===== src/rtl/fre_pkg.sv =====
`default_nettype none

package fre_pkg;

   localparam int unsigned ENTRY_BYTES      = 32;
   localparam int unsigned NAME_BYTES       = 11;
   localparam int unsigned VOLUME_LABEL_BIT = 3;

   localparam logic [4:0] LAST_POS      = 5'(ENTRY_BYTES - 1);
   localparam logic [4:0] NAME_END_POS  = 5'(NAME_BYTES);
   localparam logic [4:0] CLUSTER_LO    = 5'd26;
   localparam logic [4:0] CLUSTER_HI    = 5'd27;
   localparam logic [4:0] SIZE_POS      = 5'd28;
   localparam logic [7:0] DELETED_MARK  = 8'hE5;
   localparam logic [7:0] END_MARK      = 8'h00;

   localparam logic [1:0] CSR_BASE_NAME   = 2'd0;
   localparam logic [1:0] CSR_EXTENSION   = 2'd1;
   localparam logic [1:0] CSR_ENTRY_LIMIT = 2'd2;

   localparam logic [63:0] BASE_NAME_RESET   = 64'h2020_2020_2020_2020;
   localparam logic [23:0] EXTENSION_RESET   = 24'h20_2020;
   localparam logic [15:0] ENTRY_LIMIT_RESET = 16'd224;

   typedef struct packed {
      logic [63:0] base_name;
      logic [23:0] extension;
      logic [15:0] entry_limit;
   } fre_cfg_type;

   typedef struct packed {
      logic        valid;
      logic        found;
      logic [15:0] start_cluster;
      logic [31:0] file_size;
      logic [15:0] entry_number;
   } fre_result_type;

endpackage

`default_nettype wire


===== src/rtl/fre_scan.sv =====
`default_nettype none

module fre_scan (
   input  wire logic                    clock,
   input  wire logic                    reset,
   input  wire logic                    fire,
   input  wire logic [7:0]              dir_byte,
   input  wire logic                    dir_start,
   input  wire fre_pkg::fre_cfg_type    cfg,
   output fre_pkg::fre_result_type      result
);

   logic [4:0]  pos_ff,  pos_in;
   logic [15:0] cnt_ff,  cnt_in;
   logic        eq_ff,   eq_in;
   logic        skip_ff, skip_in;
   logic [7:0]  attr_ff, attr_in;
   logic [15:0] cl_ff,   cl_in;
   logic [31:0] sz_ff,   sz_in;
   logic        done_ff, done_in;

   logic [87:0] name_word;
   assign name_word = {cfg.extension, cfg.base_name};

   always_comb begin
      logic        go;
      logic [4:0]  cur_pos;
      logic [15:0] cur_cnt;
      logic [15:0] cnt_inc;
      logic [7:0]  want;
      logic        unused;
      logic        label;

      pos_in  = pos_ff;
      cnt_in  = cnt_ff;
      eq_in   = eq_ff;
      skip_in = skip_ff;
      attr_in = attr_ff;
      cl_in   = cl_ff;
      sz_in   = sz_ff;
      done_in = done_ff;
      result  = '0;
      go      = 1'b0;
      cur_pos = pos_ff;
      cur_cnt = cnt_ff;
      cnt_inc = '0;
      want    = '0;
      unused  = 1'b0;
      label   = 1'b0;

      if (fire) begin
         if (dir_start) begin
            pos_in  = '0;
            cnt_in  = '0;
            eq_in   = 1'b1;
            skip_in = 1'b0;
            attr_in = '0;
            cl_in   = '0;
            sz_in   = '0;
            done_in = 1'b0;
            cur_pos = '0;
            cur_cnt = '0;
            if (cfg.entry_limit == '0) begin
               result.valid = 1'b1;
               done_in      = 1'b1;
            end else begin
               go = 1'b1;
            end
         end else if (!done_ff) begin
            go = 1'b1;
         end

         if (go) begin
            if (cur_pos == '0 && dir_byte == fre_pkg::END_MARK) begin
               result.valid        = 1'b1;
               result.entry_number = cur_cnt;
               done_in             = 1'b1;
            end else begin
               if (cur_pos == '0 && dir_byte == fre_pkg::DELETED_MARK) begin
                  skip_in = 1'b1;
               end
               if (cur_pos < fre_pkg::NAME_END_POS) begin
                  want = name_word[{cur_pos[3:0], 3'b000} +: 8];
                  if (dir_byte != want) begin
                     eq_in = 1'b0;
                  end
               end else if (cur_pos == fre_pkg::NAME_END_POS) begin
                  attr_in = dir_byte;
               end else if (cur_pos == fre_pkg::CLUSTER_LO) begin
                  cl_in[7:0] = dir_byte;
               end else if (cur_pos == fre_pkg::CLUSTER_HI) begin
                  cl_in[15:8] = dir_byte;
               end else if (cur_pos >= fre_pkg::SIZE_POS) begin
                  sz_in[{cur_pos[1:0], 3'b000} +: 8] = dir_byte;
               end

               if (cur_pos != fre_pkg::LAST_POS) begin
                  pos_in = cur_pos + 5'd1;
               end else begin
                  unused = (attr_in == '0) && (cl_in == '0);
                  label  = attr_in[fre_pkg::VOLUME_LABEL_BIT];
                  if (!skip_in && !unused && !label && eq_in) begin
                     result.valid         = 1'b1;
                     result.found         = 1'b1;
                     result.start_cluster = cl_in;
                     result.file_size     = sz_in;
                     result.entry_number  = cur_cnt;
                     done_in              = 1'b1;
                  end else begin
                     cnt_inc = cur_cnt + 16'd1;
                     pos_in  = '0;
                     eq_in   = 1'b1;
                     skip_in = 1'b0;
                     attr_in = '0;
                     cl_in   = '0;
                     sz_in   = '0;
                     cnt_in  = cnt_inc;
                     if (cnt_inc >= cfg.entry_limit) begin
                        result.valid        = 1'b1;
                        result.entry_number = cnt_inc;
                        done_in             = 1'b1;
                     end
                  end
               end
            end
         end
      end
   end

   always_ff @(posedge clock) begin
      if (reset) begin
         pos_ff  <= '0;
         cnt_ff  <= '0;
         eq_ff   <= 1'b1;
         skip_ff <= 1'b0;
         attr_ff <= '0;
         cl_ff   <= '0;
         sz_ff   <= '0;
         done_ff <= 1'b1;
      end else begin
         pos_ff  <= pos_in;
         cnt_ff  <= cnt_in;
         eq_ff   <= eq_in;
         skip_ff <= skip_in;
         attr_ff <= attr_in;
         cl_ff   <= cl_in;
         sz_ff   <= sz_in;
         done_ff <= done_in;
      end
   end

   a_result_ends_search: assert property (@(posedge clock) disable iff (reset)
      result.valid |=> done_ff)
      else $error("search still live after a result beat");

   a_idle_without_start: assert property (@(posedge clock) disable iff (reset)
      (done_ff && !(fire && dir_start)) |-> !result.valid)
      else $error("result beat from an idle search");

endmodule

`default_nettype wire


===== src/rtl/fat_root_entry_finder.sv =====
`default_nettype none
// A request beat passes the request register, then the response register.
// Throughput: one directory byte per cycle; the request register and the
// response register each take a beat per cycle while the response side drains.
// Reset: synchronous, active high; the search idles until a start byte,
// the target registers return to a blank 8.3 name and a limit of 224 entries.

module fat_root_entry_finder (
   input  wire logic        clock,
   input  wire logic        reset,
   input  wire logic        req_valid,
   output      logic        req_ready,
   input  wire logic [7:0]  req_dir_byte,
   input  wire logic        req_dir_start,
   output      logic        rsp_valid,
   input  wire logic        rsp_ready,
   output      logic        rsp_found,
   output      logic [15:0] rsp_start_cluster,
   output      logic [31:0] rsp_file_size,
   output      logic [15:0] rsp_entry_number,
   input  wire logic        csr_valid,
   output      logic        csr_ready,
   input  wire logic [1:0]  csr_index,
   input  wire logic [63:0] csr_data
);

   fre_pkg::fre_cfg_type    cfg_ff;
   fre_pkg::fre_result_type result;

   logic        in_valid_ff;
   logic [7:0]  in_byte_ff;
   logic        in_start_ff;
   logic        process;

   logic        rsp_valid_ff;
   logic        rsp_found_ff;
   logic [15:0] rsp_cluster_ff;
   logic [31:0] rsp_size_ff;
   logic [15:0] rsp_entry_ff;

   assign csr_ready = 1'b1;
   assign process   = in_valid_ff && (!rsp_valid_ff || rsp_ready);
   assign req_ready = !in_valid_ff || process;

   always_ff @(posedge clock) begin
      if (reset) begin
         cfg_ff.base_name   <= fre_pkg::BASE_NAME_RESET;
         cfg_ff.extension   <= fre_pkg::EXTENSION_RESET;
         cfg_ff.entry_limit <= fre_pkg::ENTRY_LIMIT_RESET;
      end else if (csr_valid) begin
         unique case (csr_index)
            fre_pkg::CSR_BASE_NAME:   cfg_ff.base_name   <= csr_data;
            fre_pkg::CSR_EXTENSION:   cfg_ff.extension   <= csr_data[23:0];
            fre_pkg::CSR_ENTRY_LIMIT: cfg_ff.entry_limit <= csr_data[15:0];
            default: ;
         endcase
      end
   end

   always_ff @(posedge clock) begin
      if (reset) begin
         in_valid_ff <= 1'b0;
      end else if (req_ready) begin
         in_valid_ff <= req_valid;
      end
      if (req_ready && req_valid) begin
         in_byte_ff  <= req_dir_byte;
         in_start_ff <= req_dir_start;
      end
   end

   fre_scan u_scan (
      .clock     (clock),
      .reset     (reset),
      .fire      (process),
      .dir_byte  (in_byte_ff),
      .dir_start (in_start_ff),
      .cfg       (cfg_ff),
      .result    (result)
   );

   always_ff @(posedge clock) begin
      if (reset) begin
         rsp_valid_ff <= 1'b0;
      end else if (process && result.valid) begin
         rsp_valid_ff <= 1'b1;
      end else if (rsp_ready) begin
         rsp_valid_ff <= 1'b0;
      end
      if (process && result.valid) begin
         rsp_found_ff   <= result.found;
         rsp_cluster_ff <= result.start_cluster;
         rsp_size_ff    <= result.file_size;
         rsp_entry_ff   <= result.entry_number;
      end
   end

   assign rsp_valid         = rsp_valid_ff;
   assign rsp_found         = rsp_found_ff;
   assign rsp_start_cluster = rsp_cluster_ff;
   assign rsp_file_size     = rsp_size_ff;
   assign rsp_entry_number  = rsp_entry_ff;

   a_miss_has_no_payload: assert property (@(posedge clock) disable iff (reset)
      (rsp_valid && !rsp_found) |-> (rsp_start_cluster == '0 && rsp_file_size == '0))
      else $error("not-found beat carries cluster or size");

   a_held_byte_stays: assert property (@(posedge clock) disable iff (reset)
      (in_valid_ff && rsp_valid_ff && !rsp_ready) |=>
         (in_valid_ff && $stable(in_byte_ff) && $stable(in_start_ff)))
      else $error("held request byte lost while response stalls");

   a_empty_stage_ready: assert property (@(posedge clock) disable iff (reset)
      !in_valid_ff |-> req_ready)
      else $error("empty request stage refuses a beat");

endmodule

`default_nettype wire


===== config.mk =====
export PLATFORM = sky130hd
export DESIGN_NAME = fat_root_entry_finder
export DESIGN_NICKNAME = d
export VERILOG_FILES = /design/src/rtl/fre_pkg.sv /design/src/rtl/fre_scan.sv /design/src/rtl/fat_root_entry_finder.sv
export SDC_FILE = /design/constraint.sdc
export NUM_CORES = 1
export LEC_CHECK = 0
export BUFFER_PORTS_ARGS = -buffer_cell sky130_fd_sc_hd__buf_4
export CAP_MARGIN = 10
export CORE_MARGIN = 1
export CORE_UTILIZATION = 45
export DETAILED_ROUTE_END_ITERATION = 10
export PLACE_DENSITY_LB_ADDON = 0.12
export SLEW_MARGIN = 0
export SYNTH_ARGS = -nofsm -noshare
export SYNTH_HDL_FRONTEND = slang
export SYNTH_SLANG_ARGS = --single-unit

===== constraint.sdc =====
create_clock -name clock -period 10.5 [get_ports clock]
set_clock_uncertainty 0.1 [all_clocks]
set_input_delay 2.1 -clock clock [delete_from_list [all_inputs] [get_ports clock]]
set_output_delay 2.1 -clock clock [all_outputs]
set_load 0.02 [all_outputs]

==> run metrics, run 1 <==
status completed; Mapped Cells 1367; Setup crit start kind flop; CTS Sinks 260; CP Data Arrival Time 5580 ps; Synth Area in XOR/XNOR 0.987%; Setup Viol. Count Final 0; peak supply drop 0.0000986 V; actual slew at the worst max-slew pin 1130 ps; Post-CTS Hold Buffers 0; Tot GR Track Use 23.8%; met1 Use GR 34.3%; most frequent cells in the layout nand2_1, dfxtp_1, buf_4, a21oi_1, edfxtp_1; crit-path max FO 65; top cells by area, synth dfxtp_1, edfxtp_1, nand2_1; layout cell share with drive strength beyond 1 17.2%; area grow syn2layout 17.2%; number of flops mapped to enable cells by yosys 74; max cap viols 0; H-tree Lvls 1; hpwl dp 22800 microns; I/O pin count 148; internal power 1670 uW; Routability Congestion 0.890; Synth cell types 87; dpl cell area 13600 sq um; worst slack, placed 5080 ps; clock latency on the worst-skew pair 550 ps; Initial Util 46.0%; Final Max Slew Viols 0; Final Cell Area 14600 sq um; Reg2Reg Depth 20; largest buffer count on any clock path 3; TNS Setup 0 ps; Die X 168 microns; FFs w/ async S/R, synth 0%; Synth Area in Compound Gates 21.9%; Clk Tree Root Cell clkbuf_16; Final WS setup 5000 ps; #FFs+latches synth 260; Req. time, crit path 10570 ps; unrepaired setup endpoints after global routing false; 1st-iter DRT viols 790; dominant cell type by area after synthesis dfxtp_1; met3 Track Usage GR 3.13%; Clk network pwr share 44.6%; most used routing layer met2; post-synthesis adder-cell area fraction 2.12%; Mean Syn Cell Area 9.09 sq um; R2R Path Start in_start_ff; Via-to-Cell Ratio 5.80; number of global-route vias before repair 9677; post_cts resized 0; power density over cell area 152 nW/um^2; initial antenna violation count 0; share of the synthesized area in the top cell type 30.0%; Slew HR 23.8%; DRC viols 0; Worst-path clk slew 60 ps; Synth warnings 0; Crit. End Element flop; most common cell after layout, fill and taps aside nand2_1; # rows 60; Overflow after GRT 0; Tcrit/Tclk final 52.4%; per-cell routed wire length 18.8 microns; Combinational Power Share 7.1%; FF-to-FF End rsp_file_size[2]; postcts setup bufs 0; final hold violations 0; Port-buffer cells 146; Post-Route WL 34100 microns; DR pass1 iterations 5; HP Class flop to flop; sink of the worst hold path cfg_ff[17]; grt met2 use 37.9%; Layout Nets 1550; CTS tree built; Pleak 0.00535 uW; kind of critical path flop to flop; Core Region 27000 sq um; CTS Buf Count 28; Achievable Freq 0.182 GHz; die height 168 microns; top_reg_cell synth dfxtp_1; syn_nets 1468; Post-Syn Area 12400 sq um; hold path start cfg_ff[17]; Simple-Gate Fraction of Synth Area 20.2%; largest net degree at the start of global routing 99; switching share of total power 24.4%; reg2reg setup slack 5000 ps; routed via count 10500; min Tclk post-route 5500 ps; hold depth 2; die area 28300 sq um; mux cell area share after synthesis 2.23%; P_sw 539 uW; register area share after synthesis 47.9%; Post-DRT Antenna Nets 0; Seq pwr share 48.3%; first-pass GRT wire length 53700 microns; # diodes 0; combinational family with the most area after synthesis compound AO/OA/AOI/OAI gates
## synthesized netlist by cell type, types with 5 or more instances
library cell and number:
a32o_1 24, nand4_1 12, a211oi_1 14, and3_1 16
nand3_1 39, ha_1 21, nand2b_1 6, edfxtp_1 74
nor2_1 70, a21oi_1 157, o21ai_0 27, a21o_1 7
a31oi_1 15, mux2i_1 22, inv_1 31, dfxtp_1 186
o211ai_1 8, o2bb2ai_1 6, xnor2_1 7, nor2b_1 13
nor3_1 14, nand3b_1 12, a22oi_1 37, buf_4 5
or4_1 6, nand2_1 270, and2_1 6, or3_1 7
clkbuf_1 81, buf_1 7, buf_2 16, xor2_1 7
a22o_1 40, nor4_1 13
## how the worst max path moves through the flow
stage	from	end	slack, ps	cells after the start
floorplan	in_start_ff	rsp_entry_number[0]	2830	23
global placement	in_start_ff	rsp_file_size[6]	5250	20
detailed placement	in_start_ff	rsp_file_size[3]	5080	20
CTS	in_start_ff	rsp_file_size[2]	5070	20
global route	in_start_ff	rsp_file_size[2]	4500	20
finish	in_start_ff	rsp_file_size[2]	5000	20
## flip-flops by register name, indices dropped and copies added (netlist names)
register,cells
cfg_ff,104
rsp_file_size,32
u_scan.sz_ff,32
rsp_entry_number,16
rsp_start_cluster,16
u_scan.cl_ff,16
u_scan.cnt_ff,16
in_byte_ff,8
u_scan.attr_ff,8
u_scan.pos_ff,5
in_start_ff,1
in_valid_ff,1
rsp_found,1
rsp_valid,1
u_scan.done_ff,1
u_scan.eq_ff,1
u_scan.skip_ff,1
## logic make-up after synthesis
logic type      count (synthesis)
fa+ha+maj                      21
mux                            26
compound gates                386
buf+inv                       143
flops                         260
other cells                     1
simple gates                  516
xor+xnor                       14
## cell type report
| class | count | area (sq um) |
|---|---|---|
| clock inverter | 18 | 139 |
| multi-input combinational | 964 | 5900 |
| inverter | 32 | 120 |
| sequential | 260 | 5950 |
| tap | 341 | 427 |
| timing repair buffer | 163 | 1220 |
| fill | 2559 | 12500 |
| clock buffer | 34 | 797 |
## power by group through the flow
stage | sequential (uW) | clock, uW | combinational (uW)
floorplan | 1070 | 0 | 107
global placement | 1090 | 0 | 156
detailed placement | 1090 | 0 | 156
CTS | 1070 | 1010 | 157
global route | 1070 | 1050 | 172
finish | 1070 | 986 | 157
## worst max-delay path, cell delays in order (launching register included)
cell and delay (ps):
edfxtp_1 350, buf_4 340, nand2b_1 290, inv_1 120
ha_1 230, and3_1 220, and3_1 240, nand3_1 160
or2_2 410, nor2_1 200, xnor2_1 140, nor2_1 70
ha_1 330, a21o_1 160, a21oi_1 120, o21ai_0 90
a21oi_1 420, a31oi_1 180, o31ai_1 490, nor2_4 30
buf_4 370
## through the flow
step	power [uW]	std cells	utilization, %	hold slack (ps)
after floorplan	1180	1367	-	332
after global placement	1250	1760	50.4	338
after detailed placement	1250	1760	50.4	343
after CTS	2230	1812	53.9	351
after global routing	2290	1812	53.9	374
final	2210	1812	53.9	349
## layer usage
layer / vias up / wire length, microns
li1: 5132 / -
met1: 4915 / 15700
met2: 405 / 15400
met3: 51 / 2290
met4: 0 / 728
met5: - / 0
Note: power is estimated with default switching activity, not from simulation.
==> run 2, diff against run 1 <==
==> constraint.sdc (replaced) <==
create_clock -name clock -period 4.82 [get_ports clock]
set_clock_uncertainty 0.1 [all_clocks]
set_input_delay 0.964 -clock clock [delete_from_list [all_inputs] [get_ports clock]]
set_output_delay 0.964 -clock clock [all_outputs]
set_load 0.02 [all_outputs]
==> run metrics, run 2 (synthesis results as in run 1) <==
Die X 168 microns (unchanged); number of global-route vias before repair 9801 (was 9677); most common cell after layout, fill and taps aside nand2_1 (unchanged); clock latency on the worst-skew pair 560 ps (was 550 ps); largest net degree at the start of global routing 77 (was 99); Overflow after GRT 0 (unchanged); Tot GR Track Use 24.6% (was 23.8%); Post-CTS Hold Buffers 0 (unchanged); max cap viols 0 (unchanged); Via-to-Cell Ratio 5.85 (was 5.80); Post-DRT Antenna Nets 0 (unchanged); Port-buffer cells 146 (unchanged); layout cell share with drive strength beyond 1 18.2% (was 17.2%); postcts setup bufs 0 (unchanged); CP Data Arrival Time 4620 ps (was 5580 ps); actual slew at the worst max-slew pin 1340 ps (was 1130 ps); # diodes 0 (unchanged); hpwl dp 23900 microns (was 22800 microns); DR pass1 iterations 5 (unchanged); initial antenna violation count 0 (unchanged); dpl cell area 13800 sq um (was 13600 sq um); most frequent cells in the layout nand2_1, dfxtp_1, buf_4, a21oi_1, edfxtp_1 (unchanged); post_cts resized 0 (unchanged); power density over cell area 327 nW/um^2 (was 152 nW/um^2); HP Class flop to flop (unchanged); Pleak 0.00541 uW (was 0.00535 uW); Clk Tree Root Cell clkbuf_16 (unchanged); CTS Buf Count 28 (unchanged); worst slack, placed 416 ps (was 5080 ps); Final Max Slew Viols 0 (unchanged); CTS Sinks 260 (unchanged); per-cell routed wire length 19.2 microns (was 18.8 microns); kind of critical path flop to flop (unchanged); multi-input logic area 5950 sq um (was 5900 sq um); Crit. End Element flop (unchanged); unrepaired setup endpoints after global routing false (unchanged); 1st-iter DRT viols 964 (was 790); status completed (unchanged); DRC viols 0 (unchanged); Core Region 27000 sq um (unchanged); Achievable Freq 0.224 GHz (was 0.182 GHz); Layout Nets 1565 (was 1550); max FFs per register 104 (unchanged); # rows 60 (unchanged); Routability Congestion 0.944 (was 0.890); H-tree Lvls 1 (unchanged); crit-path max FO 65 (unchanged); Worst-path clk slew 60 ps (about the same); Setup Viol. Count Final 0 (unchanged); Biggest register cfg_ff (unchanged); first-pass GRT wire length 54900 microns (was 53700 microns); die area 28300 sq um (unchanged); Reg area 5950 sq um (unchanged); largest buffer count on any clock path 3 (unchanged); routed via count 10700 (was 10500); Tcrit/Tclk final 92.6% (was 52.4%); die height 168 microns (unchanged); Final WS setup 359 ps (was 5000 ps); peak supply drop 0.000233 V (was 0.0000986 V); min Tclk post-route 4460 ps (was 5500 ps); Post-Route WL 35100 microns (was 34100 microns); final hold violations 0 (unchanged); Setup crit start kind flop (unchanged); area grow syn2layout 18.5% (was 17.2%); fill cell count 2503 (was 2559); CTS tree built (unchanged); Slew HR 10.2% (was 23.8%); Final Cell Area 14700 sq um (was 14600 sq um); Initial Util 46.0% (unchanged); I/O pin count 148 (unchanged); Req. time, crit path 4980 ps (was 10570 ps)
==> run 2: cell count changes in the layout (fill, tap and decap cells not counted), moves of 2 or more <==
cell,before,now
buf_4,163,177
clkinv_4,3,0
and3_1,16,14
inv_4,3,0
clkbuf_8,1,8
clkinv_2,7,3
clkbuf_16,31,28
clkbuf_1,2,8
and3_4,0,2
==> run 2: worst paths after layout <==
check,startpoint,endpoint,slack [ps],depth (start not counted)
worst max-delay path,in_start_ff,rsp_file_size[4],360,19
worst max register to register,in_start_ff,rsp_file_size[4],360,19
worst min register to register,cfg_ff[62],cfg_ff[62],350,2
worst min-delay path,cfg_ff[62],cfg_ff[62],350,2
==> run 2: layout make-up <==
type | instances | area share (%)
clock buffer | 44 | 5.71
clock inverter | 8 | 0.578
inverter | 32 | 0.816
multi-input combinational | 964 | 40.4
sequential | 260 | 40.4
tap | 341 | 2.90
timing repair buffer | 178 | 9.16
==> run 2: power breakdown <==
part	internal [uW]	switching [uW]	leakage (uW)
Combinational	132	225	0.00261
Clock	1250	880	0.000450
Sequential	2280	48.3	0.00235
Total	3660	1150	0.00541
==> run 2: layer usage <==
layer | GRT usage, % | routed length (microns) | vias up
met3 | 3.78 | 2300 | 64
met4 | 8.30 | 1030 | 0
li1 | - | - | 5160
met1 | 34.2 | 15900 | 5043
met5 | 0 | 0 | -
met2 | 39.0 | 15900 | 416
==> run 2: through the flow <==
stage / TNS, ps / hold WS, ps / total power, uW / instances / util [%]
final: 0 / 354 / 4810 / 1827 / 54.5
after global routing: 0 / 370 / 4980 / 1827 / 54.5
after CTS: 0 / 355 / 4850 / 1827 / 54.5
after detailed placement: 0 / 346 / 2730 / 1775 / 51.0
after global placement: 0 / 344 / 2720 / 1775 / 51.0
after floorplan: -17560 / 332 / 2580 / 1367 / -
==> run 2: critical path, stage by stage, from the launching register on <==
cell,delay [ps]
edfxtp_1,450
buf_4,250
nor2b_1,170
ha_2,240
and3_4,200
and3_4,220
nand3_4,80
or2_4,280
nor2_4,100
xnor2_1,120
nor2_1,80
ha_1,320
a21o_1,160
a21oi_1,130
o21ai_1,100
a21oi_2,260
a31oi_1,170
o31ai_2,360
nor2_4,80
buf_12,190
